==> src/hw/rtl/stunp_pkg.sv <==
// Package for the STUN message parser: result record, phase codes, attribute codes.
// Used by all modules under hw/rtl; depends on nothing.
package stunp_pkg;

  localparam int IndexBits = 16;
  localparam logic [31:0] MagicCookie = 32'h2112A442;

  localparam logic [1:0] KIND_HEADER = 2'd0;
  localparam logic [1:0] KIND_ATTR   = 2'd1;
  localparam logic [1:0] KIND_STATUS = 2'd2;

  localparam logic [1:0] ST_OK         = 2'd0;
  localparam logic [1:0] ST_NOT_STUN   = 2'd1;
  localparam logic [1:0] ST_SHORT      = 2'd2;
  localparam logic [1:0] ST_BAD_COOKIE = 2'd3;

  localparam logic [15:0] AT_USERNAME    = 16'h0006;
  localparam logic [15:0] AT_INTEGRITY   = 16'h0008;
  localparam logic [15:0] AT_XOR_ADDR    = 16'h0020;
  localparam logic [15:0] AT_PRIORITY    = 16'h0024;
  localparam logic [15:0] AT_USE_CAND    = 16'h0025;
  localparam logic [15:0] AT_SOFTWARE    = 16'h8022;
  localparam logic [15:0] AT_FINGERPRINT = 16'h8028;
  localparam logic [15:0] AT_ICE_CTLD    = 16'h8029;
  localparam logic [15:0] AT_ICE_CTLG    = 16'h802A;

  typedef enum logic [2:0] {
    PH_HEADER, PH_ATTR_HDR, PH_VALUE, PH_PAD, PH_IGNORE
  } phase_t;

  typedef struct packed {
    logic [1:0]  kind;
    logic [1:0]  status;
    logic [15:0] message_type;
    logic [31:0] transaction_upper;
    logic [63:0] transaction_lower;
    logic [15:0] attribute_type;
    logic [15:0] length_field;
    logic [15:0] attribute_offset;
    logic [15:0] attribute_span;
    logic [63:0] attribute_value;
    logic [15:0] mapped_port;
    logic        last_result;
  } result_t;

  function automatic logic [3:0] value_need(input logic [15:0] t);
    if (t == AT_PRIORITY || t == AT_FINGERPRINT) return 4'd4;
    if (t == AT_ICE_CTLD || t == AT_ICE_CTLG || t == AT_XOR_ADDR) return 4'd8;
    return 4'd0;
  endfunction

  function automatic logic type_known(input logic [15:0] t);
    return t == AT_USERNAME || t == AT_INTEGRITY || t == AT_XOR_ADDR ||
           t == AT_PRIORITY || t == AT_USE_CAND || t == AT_SOFTWARE ||
           t == AT_FINGERPRINT || t == AT_ICE_CTLD || t == AT_ICE_CTLG;
  endfunction

endpackage

==> src/hw/rtl/stunp_front.sv <==
// Front end: takes one datagram byte per beat, tracks the parse state and
// produces up to two result records per byte. Depends on stunp_pkg.
module stunp_front (
  input  logic                clk,
  input  logic                rst_n,
  input  logic                byte_vld,
  input  logic [7:0]          data_byte,
  input  logic                last_byte,
  output logic [1:0]          res_cnt,
  output stunp_pkg::result_t  res0,
  output stunp_pkg::result_t  res1
);

  localparam int IB = stunp_pkg::IndexBits;

  logic [IB-1:0]      byte_index_r, byte_index_nxt;
  stunp_pkg::phase_t  phase_r, phase_nxt;
  logic [63:0]        shift_r, shift_nxt;
  logic [31:0]        htl_r, htl_nxt;
  logic [31:0]        thw_r, thw_nxt;
  logic [15:0]        atype_r, atype_nxt;
  logic [15:0]        alen_r, alen_nxt;
  logic [15:0]        aoff_r, aoff_nxt;
  logic [15:0]        vseen_r, vseen_nxt;
  logic [7:0]         fam_r, fam_nxt;
  logic [15:0]        port_r, port_nxt;
  logic [1:0]         pst_r, pst_nxt;

  stunp_pkg::result_t hdr_res, attr_res, stat_res;
  logic               attr_ok;
  logic               emit;
  logic [63:0]        sh;
  logic [15:0]        vs_inc;
  logic [1:0]         st;
  logic [IB-1:0]      bi_after;

  always_comb begin
    byte_index_nxt = byte_index_r;
    phase_nxt = phase_r;
    shift_nxt = shift_r;
    htl_nxt = htl_r;
    thw_nxt = thw_r;
    atype_nxt = atype_r;
    alen_nxt = alen_r;
    aoff_nxt = aoff_r;
    vseen_nxt = vseen_r;
    fam_nxt = fam_r;
    port_nxt = port_r;
    pst_nxt = pst_r;
    hdr_res = '0;
    attr_res = '0;
    attr_ok = 1'b0;
    emit = 1'b0;
    stat_res = '0;
    res_cnt = 2'd0;
    res0 = '0;
    res1 = '0;
    sh = {shift_r[55:0], data_byte};
    vs_inc = vseen_r + 16'd1;
    st = pst_r;
    bi_after = byte_index_r;
    if (byte_vld) begin
      unique case (phase_r)
        stunp_pkg::PH_HEADER: begin
          if (byte_index_r == '0 && data_byte[7:6] != 2'b00) begin
            pst_nxt = stunp_pkg::ST_NOT_STUN;
            phase_nxt = stunp_pkg::PH_IGNORE;
          end else if (byte_index_r < IB'(4)) begin
            htl_nxt = {htl_r[23:0], data_byte};
          end else if (byte_index_r < IB'(8)) begin
            shift_nxt = sh;
            if (byte_index_r == IB'(7)) begin
              if (sh[31:0] != stunp_pkg::MagicCookie) begin
                pst_nxt = stunp_pkg::ST_BAD_COOKIE;
                phase_nxt = stunp_pkg::PH_IGNORE;
              end
              shift_nxt = '0;
            end
          end else if (byte_index_r < IB'(12)) begin
            thw_nxt = {thw_r[23:0], data_byte};
          end else begin
            shift_nxt = sh;
            if (byte_index_r == IB'(19)) begin
              hdr_res.kind = stunp_pkg::KIND_HEADER;
              hdr_res.message_type = htl_r[31:16];
              hdr_res.transaction_upper = thw_r;
              hdr_res.transaction_lower = sh;
              hdr_res.length_field = htl_r[15:0];
              res0 = hdr_res;
              res_cnt = 2'd1;
              phase_nxt = stunp_pkg::PH_ATTR_HDR;
              vseen_nxt = '0;
              shift_nxt = '0;
            end
          end
        end
        stunp_pkg::PH_ATTR_HDR: begin
          if (vseen_r == '0) aoff_nxt = 16'(byte_index_r);
          shift_nxt = sh;
          vseen_nxt = vs_inc;
          if (vs_inc == 16'd4) begin
            atype_nxt = sh[31:16];
            alen_nxt = sh[15:0];
            shift_nxt = '0;
            vseen_nxt = '0;
            fam_nxt = '0;
            port_nxt = '0;
            if (sh[15:0] == 16'd0) begin
              emit = 1'b1;
              phase_nxt = stunp_pkg::PH_ATTR_HDR;
            end else begin
              phase_nxt = stunp_pkg::PH_VALUE;
            end
          end
        end
        stunp_pkg::PH_VALUE: begin
          if (vseen_r < {12'd0, stunp_pkg::value_need(atype_r)}) shift_nxt = sh;
          if (vseen_r == 16'd1) fam_nxt = data_byte;
          if (vseen_r == 16'd2) port_nxt = {data_byte, 8'd0};
          if (vseen_r == 16'd3) port_nxt = {port_r[15:8], data_byte};
          vseen_nxt = vs_inc;
          if (vs_inc == alen_r) begin
            if (vs_inc[1:0] == 2'd0) begin
              emit = 1'b1;
              phase_nxt = stunp_pkg::PH_ATTR_HDR;
            end else begin
              phase_nxt = stunp_pkg::PH_PAD;
            end
          end
        end
        stunp_pkg::PH_PAD: begin
          vseen_nxt = vs_inc;
          if (vs_inc[1:0] == 2'd0) begin
            emit = 1'b1;
            phase_nxt = stunp_pkg::PH_ATTR_HDR;
          end
        end
        default: ;
      endcase
      // build the attribute record before the restart clears the scratch state
      attr_res.kind = stunp_pkg::KIND_ATTR;
      attr_res.attribute_type = atype_nxt;
      attr_res.length_field = alen_nxt;
      attr_res.attribute_offset = aoff_nxt;
      attr_res.attribute_span = 16'd4 + vseen_nxt;
      attr_ok = stunp_pkg::type_known(atype_nxt) &&
                alen_nxt >= {12'd0, stunp_pkg::value_need(atype_nxt)};
      if (atype_nxt == stunp_pkg::AT_XOR_ADDR) begin
        if (fam_nxt != 8'd1) attr_ok = 1'b0;
        attr_res.attribute_value = {32'd0, shift_nxt[31:0] ^ stunp_pkg::MagicCookie};
        attr_res.mapped_port = port_nxt ^ stunp_pkg::MagicCookie[31:16];
      end else if (stunp_pkg::value_need(atype_nxt) != 4'd0) begin
        attr_res.attribute_value = shift_nxt;
      end
      if (emit && attr_ok) begin
        res0 = attr_res;
        res_cnt = 2'd1;
      end
      // attribute restart clears the scratch state after reporting
      if (phase_nxt == stunp_pkg::PH_ATTR_HDR && phase_r != stunp_pkg::PH_ATTR_HDR &&
          phase_r != stunp_pkg::PH_HEADER) begin
        vseen_nxt = '0;
        shift_nxt = '0;
      end
      if (phase_r == stunp_pkg::PH_ATTR_HDR && vs_inc == 16'd4 && sh[15:0] == 16'd0) begin
        vseen_nxt = '0;
        shift_nxt = '0;
      end
      if (byte_index_r != '1) bi_after = byte_index_r + IB'(1);
      byte_index_nxt = bi_after;
      if (last_byte) begin
        if (phase_nxt == stunp_pkg::PH_PAD && attr_ok) begin
          res0 = attr_res;
          res_cnt = 2'd1;
        end
        if (st != stunp_pkg::ST_NOT_STUN && pst_nxt != stunp_pkg::ST_NOT_STUN &&
            phase_nxt == stunp_pkg::PH_HEADER) st = stunp_pkg::ST_SHORT;
        else st = pst_nxt;
        if (st == stunp_pkg::ST_BAD_COOKIE && bi_after < IB'(20)) st = stunp_pkg::ST_SHORT;
        stat_res.kind = stunp_pkg::KIND_STATUS;
        stat_res.status = st;
        stat_res.last_result = 1'b1;
        if (res_cnt == 2'd1) begin
          res1 = stat_res;
          res_cnt = 2'd2;
        end else begin
          res0 = stat_res;
          res_cnt = 2'd1;
        end
        byte_index_nxt = '0;
        phase_nxt = stunp_pkg::PH_HEADER;
        shift_nxt = '0;
        htl_nxt = '0;
        thw_nxt = '0;
        atype_nxt = '0;
        alen_nxt = '0;
        aoff_nxt = '0;
        vseen_nxt = '0;
        fam_nxt = '0;
        port_nxt = '0;
        pst_nxt = stunp_pkg::ST_OK;
      end
    end
  end

  always_ff @(posedge clk) begin
    if (!rst_n) begin
      byte_index_r <= '0;
      phase_r <= stunp_pkg::PH_HEADER;
      shift_r <= '0;
      htl_r <= '0;
      thw_r <= '0;
      atype_r <= '0;
      alen_r <= '0;
      aoff_r <= '0;
      vseen_r <= '0;
      fam_r <= '0;
      port_r <= '0;
      pst_r <= stunp_pkg::ST_OK;
    end else begin
      byte_index_r <= byte_index_nxt;
      phase_r <= phase_nxt;
      shift_r <= shift_nxt;
      htl_r <= htl_nxt;
      thw_r <= thw_nxt;
      atype_r <= atype_nxt;
      alen_r <= alen_nxt;
      aoff_r <= aoff_nxt;
      vseen_r <= vseen_nxt;
      fam_r <= fam_nxt;
      port_r <= port_nxt;
      pst_r <= pst_nxt;
    end
  end

endmodule

==> src/hw/rtl/stunp_queue.sv <==
// Result queue between the parser front end and the output stage: four
// entries, takes up to two records per cycle, gives one. Depends on stunp_pkg.
module stunp_queue (
  input  logic                clk,
  input  logic                rst_n,
  input  logic [1:0]          wr_cnt,
  input  stunp_pkg::result_t  wr0,
  input  stunp_pkg::result_t  wr1,
  output logic                room2,
  output logic                rd_vld,
  output stunp_pkg::result_t  rd_data,
  input  logic                rd_en
);

  stunp_pkg::result_t mem_r [4];
  logic [1:0] wp_r, wp_nxt, rp_r, rp_nxt;
  logic [2:0] cnt_r, cnt_nxt;
  logic       rd_fire;

  assign rd_vld  = cnt_r != 3'd0;
  assign rd_data = mem_r[rp_r];
  assign room2   = cnt_r <= 3'd2;
  assign rd_fire = rd_en && rd_vld;

  always_comb begin
    wp_nxt = wp_r + wr_cnt;
    rp_nxt = rp_r + {1'b0, rd_fire};
    cnt_nxt = cnt_r + {1'b0, wr_cnt} - {2'b0, rd_fire};
  end

  always_ff @(posedge clk) begin
    if (wr_cnt != 2'd0) mem_r[wp_r] <= wr0;
    if (wr_cnt == 2'd2) mem_r[wp_r + 2'd1] <= wr1;
  end

  always_ff @(posedge clk) begin
    if (!rst_n) begin
      wp_r <= '0;
      rp_r <= '0;
      cnt_r <= '0;
    end else begin
      wp_r <= wp_nxt;
      rp_r <= rp_nxt;
      cnt_r <= cnt_nxt;
    end
  end

endmodule

==> src/hw/rtl/stunp_back.sv <==
// Output stage: register slice that drives the result stream from the queue.
// Depends on stunp_pkg.
module stunp_back (
  input  logic                clk,
  input  logic                rst_n,
  input  logic                q_vld,
  input  stunp_pkg::result_t  q_data,
  output logic                q_pop,
  output logic                out_vld,
  output stunp_pkg::result_t  out_data,
  input  logic                out_rdy
);

  logic vld_r, vld_nxt;
  stunp_pkg::result_t data_r;

  assign q_pop    = q_vld && (!vld_r || out_rdy);
  assign out_vld  = vld_r;
  assign out_data = data_r;

  always_comb begin
    vld_nxt = vld_r;
    if (out_rdy) vld_nxt = 1'b0;
    if (q_pop) vld_nxt = 1'b1;
  end

  always_ff @(posedge clk) begin
    if (q_pop) data_r <= q_data;
  end

  always_ff @(posedge clk) begin
    if (!rst_n) vld_r <= 1'b0;
    else vld_r <= vld_nxt;
  end

endmodule

==> src/hw/rtl/stun_message_parser.sv <==
// STUN message parser top level: front end, result queue, output stage.
// Latency: a result passes through the result queue and then the output register before it shows on out_tvalid.
// Throughput: one byte per cycle; the queue takes up to two records per byte and
// drains one per cycle while the output is ready, so a byte is held off only while the queue has < 2 free.
// Reset: rst_n synchronous active low clears parse state, queue and output.
// Depends on stunp_pkg, stunp_front, stunp_queue, stunp_back.
module stun_message_parser (
  input  logic         clk,
  input  logic         rst_n,
  input  logic         in_tvalid,
  output logic         in_tready,
  input  logic [7:0]   in_tdata,   // data_byte
  input  logic         in_tlast,   // last_byte
  output logic         out_tvalid,
  input  logic         out_tready,
  output logic [263:0] out_tdata,  // status, message_type, transaction_upper,
                                   // transaction_lower, attribute_type, length_field,
                                   // attribute_offset, attribute_span, attribute_value,
                                   // mapped_port (zero fill)
  output logic [1:0]   out_tuser,  // kind
  output logic         out_tlast   // last_result
);

  logic               room2, q_vld, q_pop, b_vld;
  logic [1:0]         res_cnt;
  stunp_pkg::result_t res0, res1, q_data, b_data;

  assign in_tready = room2;

  stunp_front u_front (
    .clk(clk), .rst_n(rst_n), .byte_vld(in_tvalid && room2),
    .data_byte(in_tdata), .last_byte(in_tlast),
    .res_cnt(res_cnt), .res0(res0), .res1(res1)
  );

  stunp_queue u_queue (
    .clk(clk), .rst_n(rst_n), .wr_cnt(res_cnt), .wr0(res0), .wr1(res1),
    .room2(room2), .rd_vld(q_vld), .rd_data(q_data), .rd_en(q_pop)
  );

  stunp_back u_back (
    .clk(clk), .rst_n(rst_n), .q_vld(q_vld), .q_data(q_data), .q_pop(q_pop),
    .out_vld(b_vld), .out_data(b_data), .out_rdy(out_tready)
  );

  assign out_tvalid = b_vld;
  assign out_tuser  = b_data.kind;
  assign out_tlast  = b_data.last_result;
  assign out_tdata  = {6'd0, b_data.mapped_port, b_data.attribute_value,
                       b_data.attribute_span, b_data.attribute_offset,
                       b_data.length_field, b_data.attribute_type,
                       b_data.transaction_lower, b_data.transaction_upper,
                       b_data.message_type, b_data.status};

endmodule

==> config.mk <==
export PLATFORM = sky130hd
export DESIGN_NAME = stun_message_parser
export DESIGN_NICKNAME = d
export VERILOG_FILES = /design/src/hw/rtl/stunp_pkg.sv /design/src/hw/rtl/stunp_front.sv /design/src/hw/rtl/stunp_queue.sv /design/src/hw/rtl/stunp_back.sv /design/src/hw/rtl/stun_message_parser.sv
export SDC_FILE = /design/constraint.sdc
export NUM_CORES = 2
export LEC_CHECK = 0
export BUFFER_PORTS_ARGS = -buffer_cell sky130_fd_sc_hd__buf_4
export CORE_ASPECT_RATIO = 1.4
export CORE_MARGIN = 2
export CORE_UTILIZATION = 45
export CTS_CLUSTER_DIAMETER = 30
export DETAILED_ROUTE_END_ITERATION = 7
export PLACE_DENSITY = 0.64
export SYNTH_ARGS = -nofsm -noshare
export SYNTH_HDL_FRONTEND = slang
export SYNTH_HIERARCHICAL = 1
export SYNTH_SLANG_ARGS = --single-unit
==> constraint.sdc <==
create_clock -name clk -period 55 [get_ports clk]
set_input_delay 11 -clock clk [delete_from_list [all_inputs] [get_ports clk]]
set_output_delay 11 -clock clk [all_outputs]
set_load 0.01 [all_outputs]
; Yosys cells after proc, flatten, opt, wreduce, memory -nomap -nowiden
; Memories as Yosys holds them, arrays and structs flattened. A register that Yosys moved wholly into a read port is not among the register bits.
; Cells that the tools add are included.
; Widths: inputs -> output; s select.
[totals]
elab_cells = 283
reg_bits = 245
n_memories = 1
out_inout_bits = 269
ram_bits = 1044
inputBits = 13
[memory_table]
columns = name, words, word_bits, rd, rd_ports_with_merged_regs, write_ports, line_no
row1 = u_queue.mem_r, 4, 261, 1, 1, 2, stunp_queue.sv:15  ; stunp_pkg::result_t mem_r [4];
[classes]
n_bitwise = 2
n_mux = 163
eq_ne = 38
n_addsub = 8
n_reduce_logical = 48
order_cmp = 7
[op_table]
columns = op, count
row1 = $mux 261, 13
row2 = $mux 64, 14
row3 = $mux 16, 30
row4 = $mux 32, 10
row5 = $mux 257, 1
row6 = $pmux 64 s3, 1
row7 = $eq 16x16->1 const B, 7
row8 = $eq 16x6->1 const B, 5
row9 = $mux 4, 15
row10 = $mux 2, 26
row11 = $eq 16x3->1 const B, 3
row12 = $logic_not 16->1, 3
row13 = $pmux 16 s3, 1
row14 = $mux 3, 12
row15 = $add 16x1->16 const B, 2
row16 = $eq 16x2->1 const B, 2
row17 = $lt 16x4->1 const B, 2
row18 = $mux 1, 32
row19 = $mux 8, 4
row20 = $ne 32x30->1 const B, 1
row21 = $pmux 16 s2, 1
row22 = $add 3x16->16 const A, 1
row23 = $eq 16x1->1 const B, 1
row24 = $eq 16x16->1, 1
row25 = 37 further kinds, 78

; Logic depth before layout (Yosys ltp)
[depth]
word_depth = 31
ltp_mapped = 29
depth_no_buf = 24

; Cells and area by module
; The synthesis kept the hierarchy.
[by_module_without_submodules]
columns = mod, area_per_inst_um2, seq_area_each_um2, cells_each, n_inst
row1 = stunp_queue, 52236.3, 31490.2, 2569, 1
row2 = stunp_front, 16404.5, 4744.6, 2070, 1
row3 = stunp_back, 7885.1, 7857.5, 265, 1
row4 = stun_message_parser, 55.1, 0.0, 8, 1

; Worst setup path before layout
; No wires, ideal clock.
[synth_timing]
kind = input to register
start = input port in_tdata[4]
end = memory u_queue/mem_r[0][0] (netlist bit), enable pin
slack_ps = 22341
stages = 11
arrival_ps = 31416
path_buffers = 2
t_required_ps = 53756
setup_ps = 1244
path_cell_list = nor4_1 nand4b_1 nor4b_1 a32oi_1 or2_2 o211a_4 nor2_1 buf_4 buf_2 o21bai_1 o21ai_0
[synth_rtl]
columns = element, line_no
row1 = "start, declared", stun_message_parser.sv:12  ; input logic [7:0] in_tdata,
row2 = "end, declared", stunp_queue.sv:15

==> flow_summary_export.csv <==
group,metric,value,unit
die,die_area,0.174,mm²
power,p_int,2.96,mW
cts,cts.reportedPaths.clkPinSlew,50,ps
synth,ys_seq_elements,1550,
cts,clk-insertion-delay-late,910,ps
power,ir_drop,0.0000436,V
sta,worst_pin_slew,1250,ps
sta,finalCriticalPeriod,17560,ps
setup_path,worstPathArrival,18030,ps
sta,worst_slack,37440,ps
place,pre_cts_slack,36580,ps
sta,slew-limit-headroom,0.162,
setup_path,critPathLaunch,"in_tdata[4]",
global_route,grt_max_degree,156,
synth,synthCells,4912,
synth,synth_edf_count,1305,
setup_path,crit_path_end_kind,"register",
synth,syn_area_per_cell,15.6,µm²
cts,root_buffer,"clkbuf_16",
drt,via_per_inst,5.65,
cts,clock-sinks,1550,
setup_path,worstSetupPathType,"in -> reg",
die,initial_core_util,0.452,
place,hpwl,113000,µm
synth,synth_top_area_cell,"edfxtp_1",
cts,clk_path_buf_depth,4,
setup_path,cpMostUsedCell,"buf_4",
sta,tns,0,ps
synth,synth_common_cells,"edfxtp_1 (1305), mux2_2 (494), mux2_4 (369)",
drt,met3WireLength,10200,µm
die,num_rows,179,
global_route,antenna_found_initial,14,
power,p_seq_frac,0.393,
setup_path,crit_fanout,125,
drt,vias,43400,
die,die_h,492,µm
global_route,first_global_vias,45200,
die,pin_count,282,
synth,synth_top_flop_cell,"edfxtp_1",
power,power_switching,1.06,mW
synth,synth_area,0.0766,mm²
synth,async_reset_ff_frac,0,
setup_path,path_cells,"buf_4, nor4_1, nand4b_1, nor4b_1, a32oi_1, or2_2, o211a_4, nor2_1, nand4b_1, buf_12, o21ai_4, buf_4, buf_4, buf_4",
synth,yosys_warnings,6,
power,clkPwrFrac,0.436,
cts,post_cts_buffers,0,
sta,hold_viol,0,
cts,cts-resized-gates,0,
drt,top_layer,"met5",
layout,area_growth,16.0,%
cts,cts_tree,"done",
sta,rsz0062_at_grt,"no",
setup_path,cp_slowest_stage_delay,880,ps
global_route,grt_pass1_wl,291000,µm
synth,synth_area_leaders,"edfxtp_1 (51%), mux4_2 (7.7%), mux2_2 (7.3%)",
synth,ys_types,95,
global_route,grt_overflow,0,
global_route,groute.usage.overall,0.221,
drt,wl_per_cell,25.3,µm
setup_path,crit_required,55470,ps
sta,fmax,56.9,MHz
power,power.total,4.02,mW
flow_run,maxCapViolCount,0,
cts,cts_hold_buf,0,
drt,wl_met2,96600,µm
power,power.density,45.2,mW/mm²
drt,dr.pass1.iters,6,
place,place_congestion,0.902,
die,fp.coreArea,0.170,mm²
hold_path,hold_path.startpoint,"u_front/shift_r[63]$_SDFFE_PN0P_",
sta,setup_viol,0,
layout,fill_cells,13800,
cts,cts-buffers-inserted,289,
drt,met1_length,81200,µm
sta,maxSlewViolCount,0,
synth,synth.most_common_cell,"edfxtp_1",
cts,htreeDepth,5,
status,status,"complete, no violations",
drt,drcViolationCount,0,
power,power_leakage,32.3,nW
synth,ys_seq_area_frac,0.576,
die,die_width,353,µm
layout,drive_gt1_frac,0.366,
drt,antenna_left,0,
power,power_frac_comb,0.171,
setup_path,slowest_stage,"buf_4",
synth,netlist.area_leader.share,0.512,
power,swShare,0.264,
layout,layout.nets,5230,
setup_path,reg2reg_from,"u_front/vseen_r[0]$_SDFFE_PN0P_",
sta,fin_crit_sh,0.319,
hold_path,hp-class,"reg -> reg",
place,numPortBuffers,275,
setup_path,worstSetupStartpointType,"input pin",
sta,finClkSkew,68.9,ps
drt,drt_wl_total,194000,µm
drt,dr.first_iter.drc_count,3137,
-- state kept, by name, summed over array words and instances, names as in the netlist, 8 cells and up --
signal,count
u_back/out_data,261
u_front/alen_r,16
u_front/aoff_r,16
u_front/atype_r,16
u_front/byte_index_r,16
u_front/fam_r,8
u_front/htl_r,32
u_front/port_r,16
u_front/shift_r,64
u_front/thw_r,32
u_front/vseen_r,16
u_queue/mem_r,1044
-- metrics by stage --
stage / util / cell area, µm² / hold slack [ps] / cells
6_report: 0.524 / 88800 / 475 / 7681
2_1_floorplan: - / 77600 / 443 / 5183
5_1_grt: 0.524 / 88800 / 489 / 7678
3_3_place_gp: 0.467 / 79200 / 458 / 7174
3_5_place_dp: 0.467 / 79200 / 460 / 7174
4_1_cts: 0.524 / 88800 / 475 / 7677
-- layer usage --
| metal | GRT usage | up-vias |
|---|---|---|
| met1 | 0.288 | 22400 |
| met4 | 0.0830 | 14 |
| met5 | 0 | - |
| met2 | 0.373 | 1390 |
| met3 | 0.0349 | 382 |
| li1 | - | 19200 |
-- area by class of cell --
cell class / count / area (µm²) / share of cell area
sequential: 1550 / 44100 / 0.496
clock buffer: 341 / 7750 / 0.0872
tap: 2262 / 2830 / 0.0319
multi-input combinational: 2980 / 29400 / 0.331
timing repair buffer: 357 / 2790 / 0.0314
inverter: 25 / 93.8 / 0.00106
antenna: 4 / 10.0 / 0.000113
clock inverter: 162 / 1890 / 0.0213
-- power by group through the flow --
stage,registers (mW),clock network [mW],logic [mW]
2_1_floorplan,1.70,0,0.354
3_3_place_gp,1.60,0,0.702
3_5_place_dp,1.60,0,0.701
4_1_cts,1.58,1.78,0.704
5_1_grt,1.59,1.83,0.734
6_report,1.58,1.75,0.687
-- kinds of logic (layout without fill, tap and decap cells) --
family                   Yosys count  count (layout)  share of synthesized area
AND/OR/NAND/NOR                  787             787                     0.0575
XOR/XNOR                          43              43                    0.00528
multiplexers                    1347            1347                      0.254
adder cells (fa/ha/maj)           15              15                    0.00252
other                              2             277                  0.0000981
flip-flops                      1550            1550                      0.576
buffers and inverters            653             885                     0.0559
AO/OA/AOI/OAI                    515             515                     0.0489
-- path summary, 6_finish.rpt --
check        cells past startpoint                                to  slack (ps)
max reg2reg                     24    u_queue/mem_r[0][20]$_DFFE_PP_       44080
min                              1  u_front/shift_r[63]$_SDFFE_PN0P_         480
max                             14    u_queue/mem_r[0][20]$_DFFE_PP_       37440
min reg2reg                      1  u_front/shift_r[63]$_SDFFE_PN0P_         480
-- layout by cell type (no fill, tap or decap), drive strengths merged, types with 140 or more instances in the layout --
cell type  instances
and2             149
a22oi            209
nor2b            160
mux2            1053
buf              357
mux4             261
conb             273
clkbuf           341
dfxtp            245
edfxtp          1305
nor2             140
-- worst max-delay path, delay by kind of cell --
| family | cells | cell delay, ps |
|---|---|---|
| and+or+nand+nor | 6 | 2600 |
| AOI/OAI and AO/OA | 3 | 1080 |
| buffers and inverters | 5 | 3110 |
(Power assumes the default switching activity.)
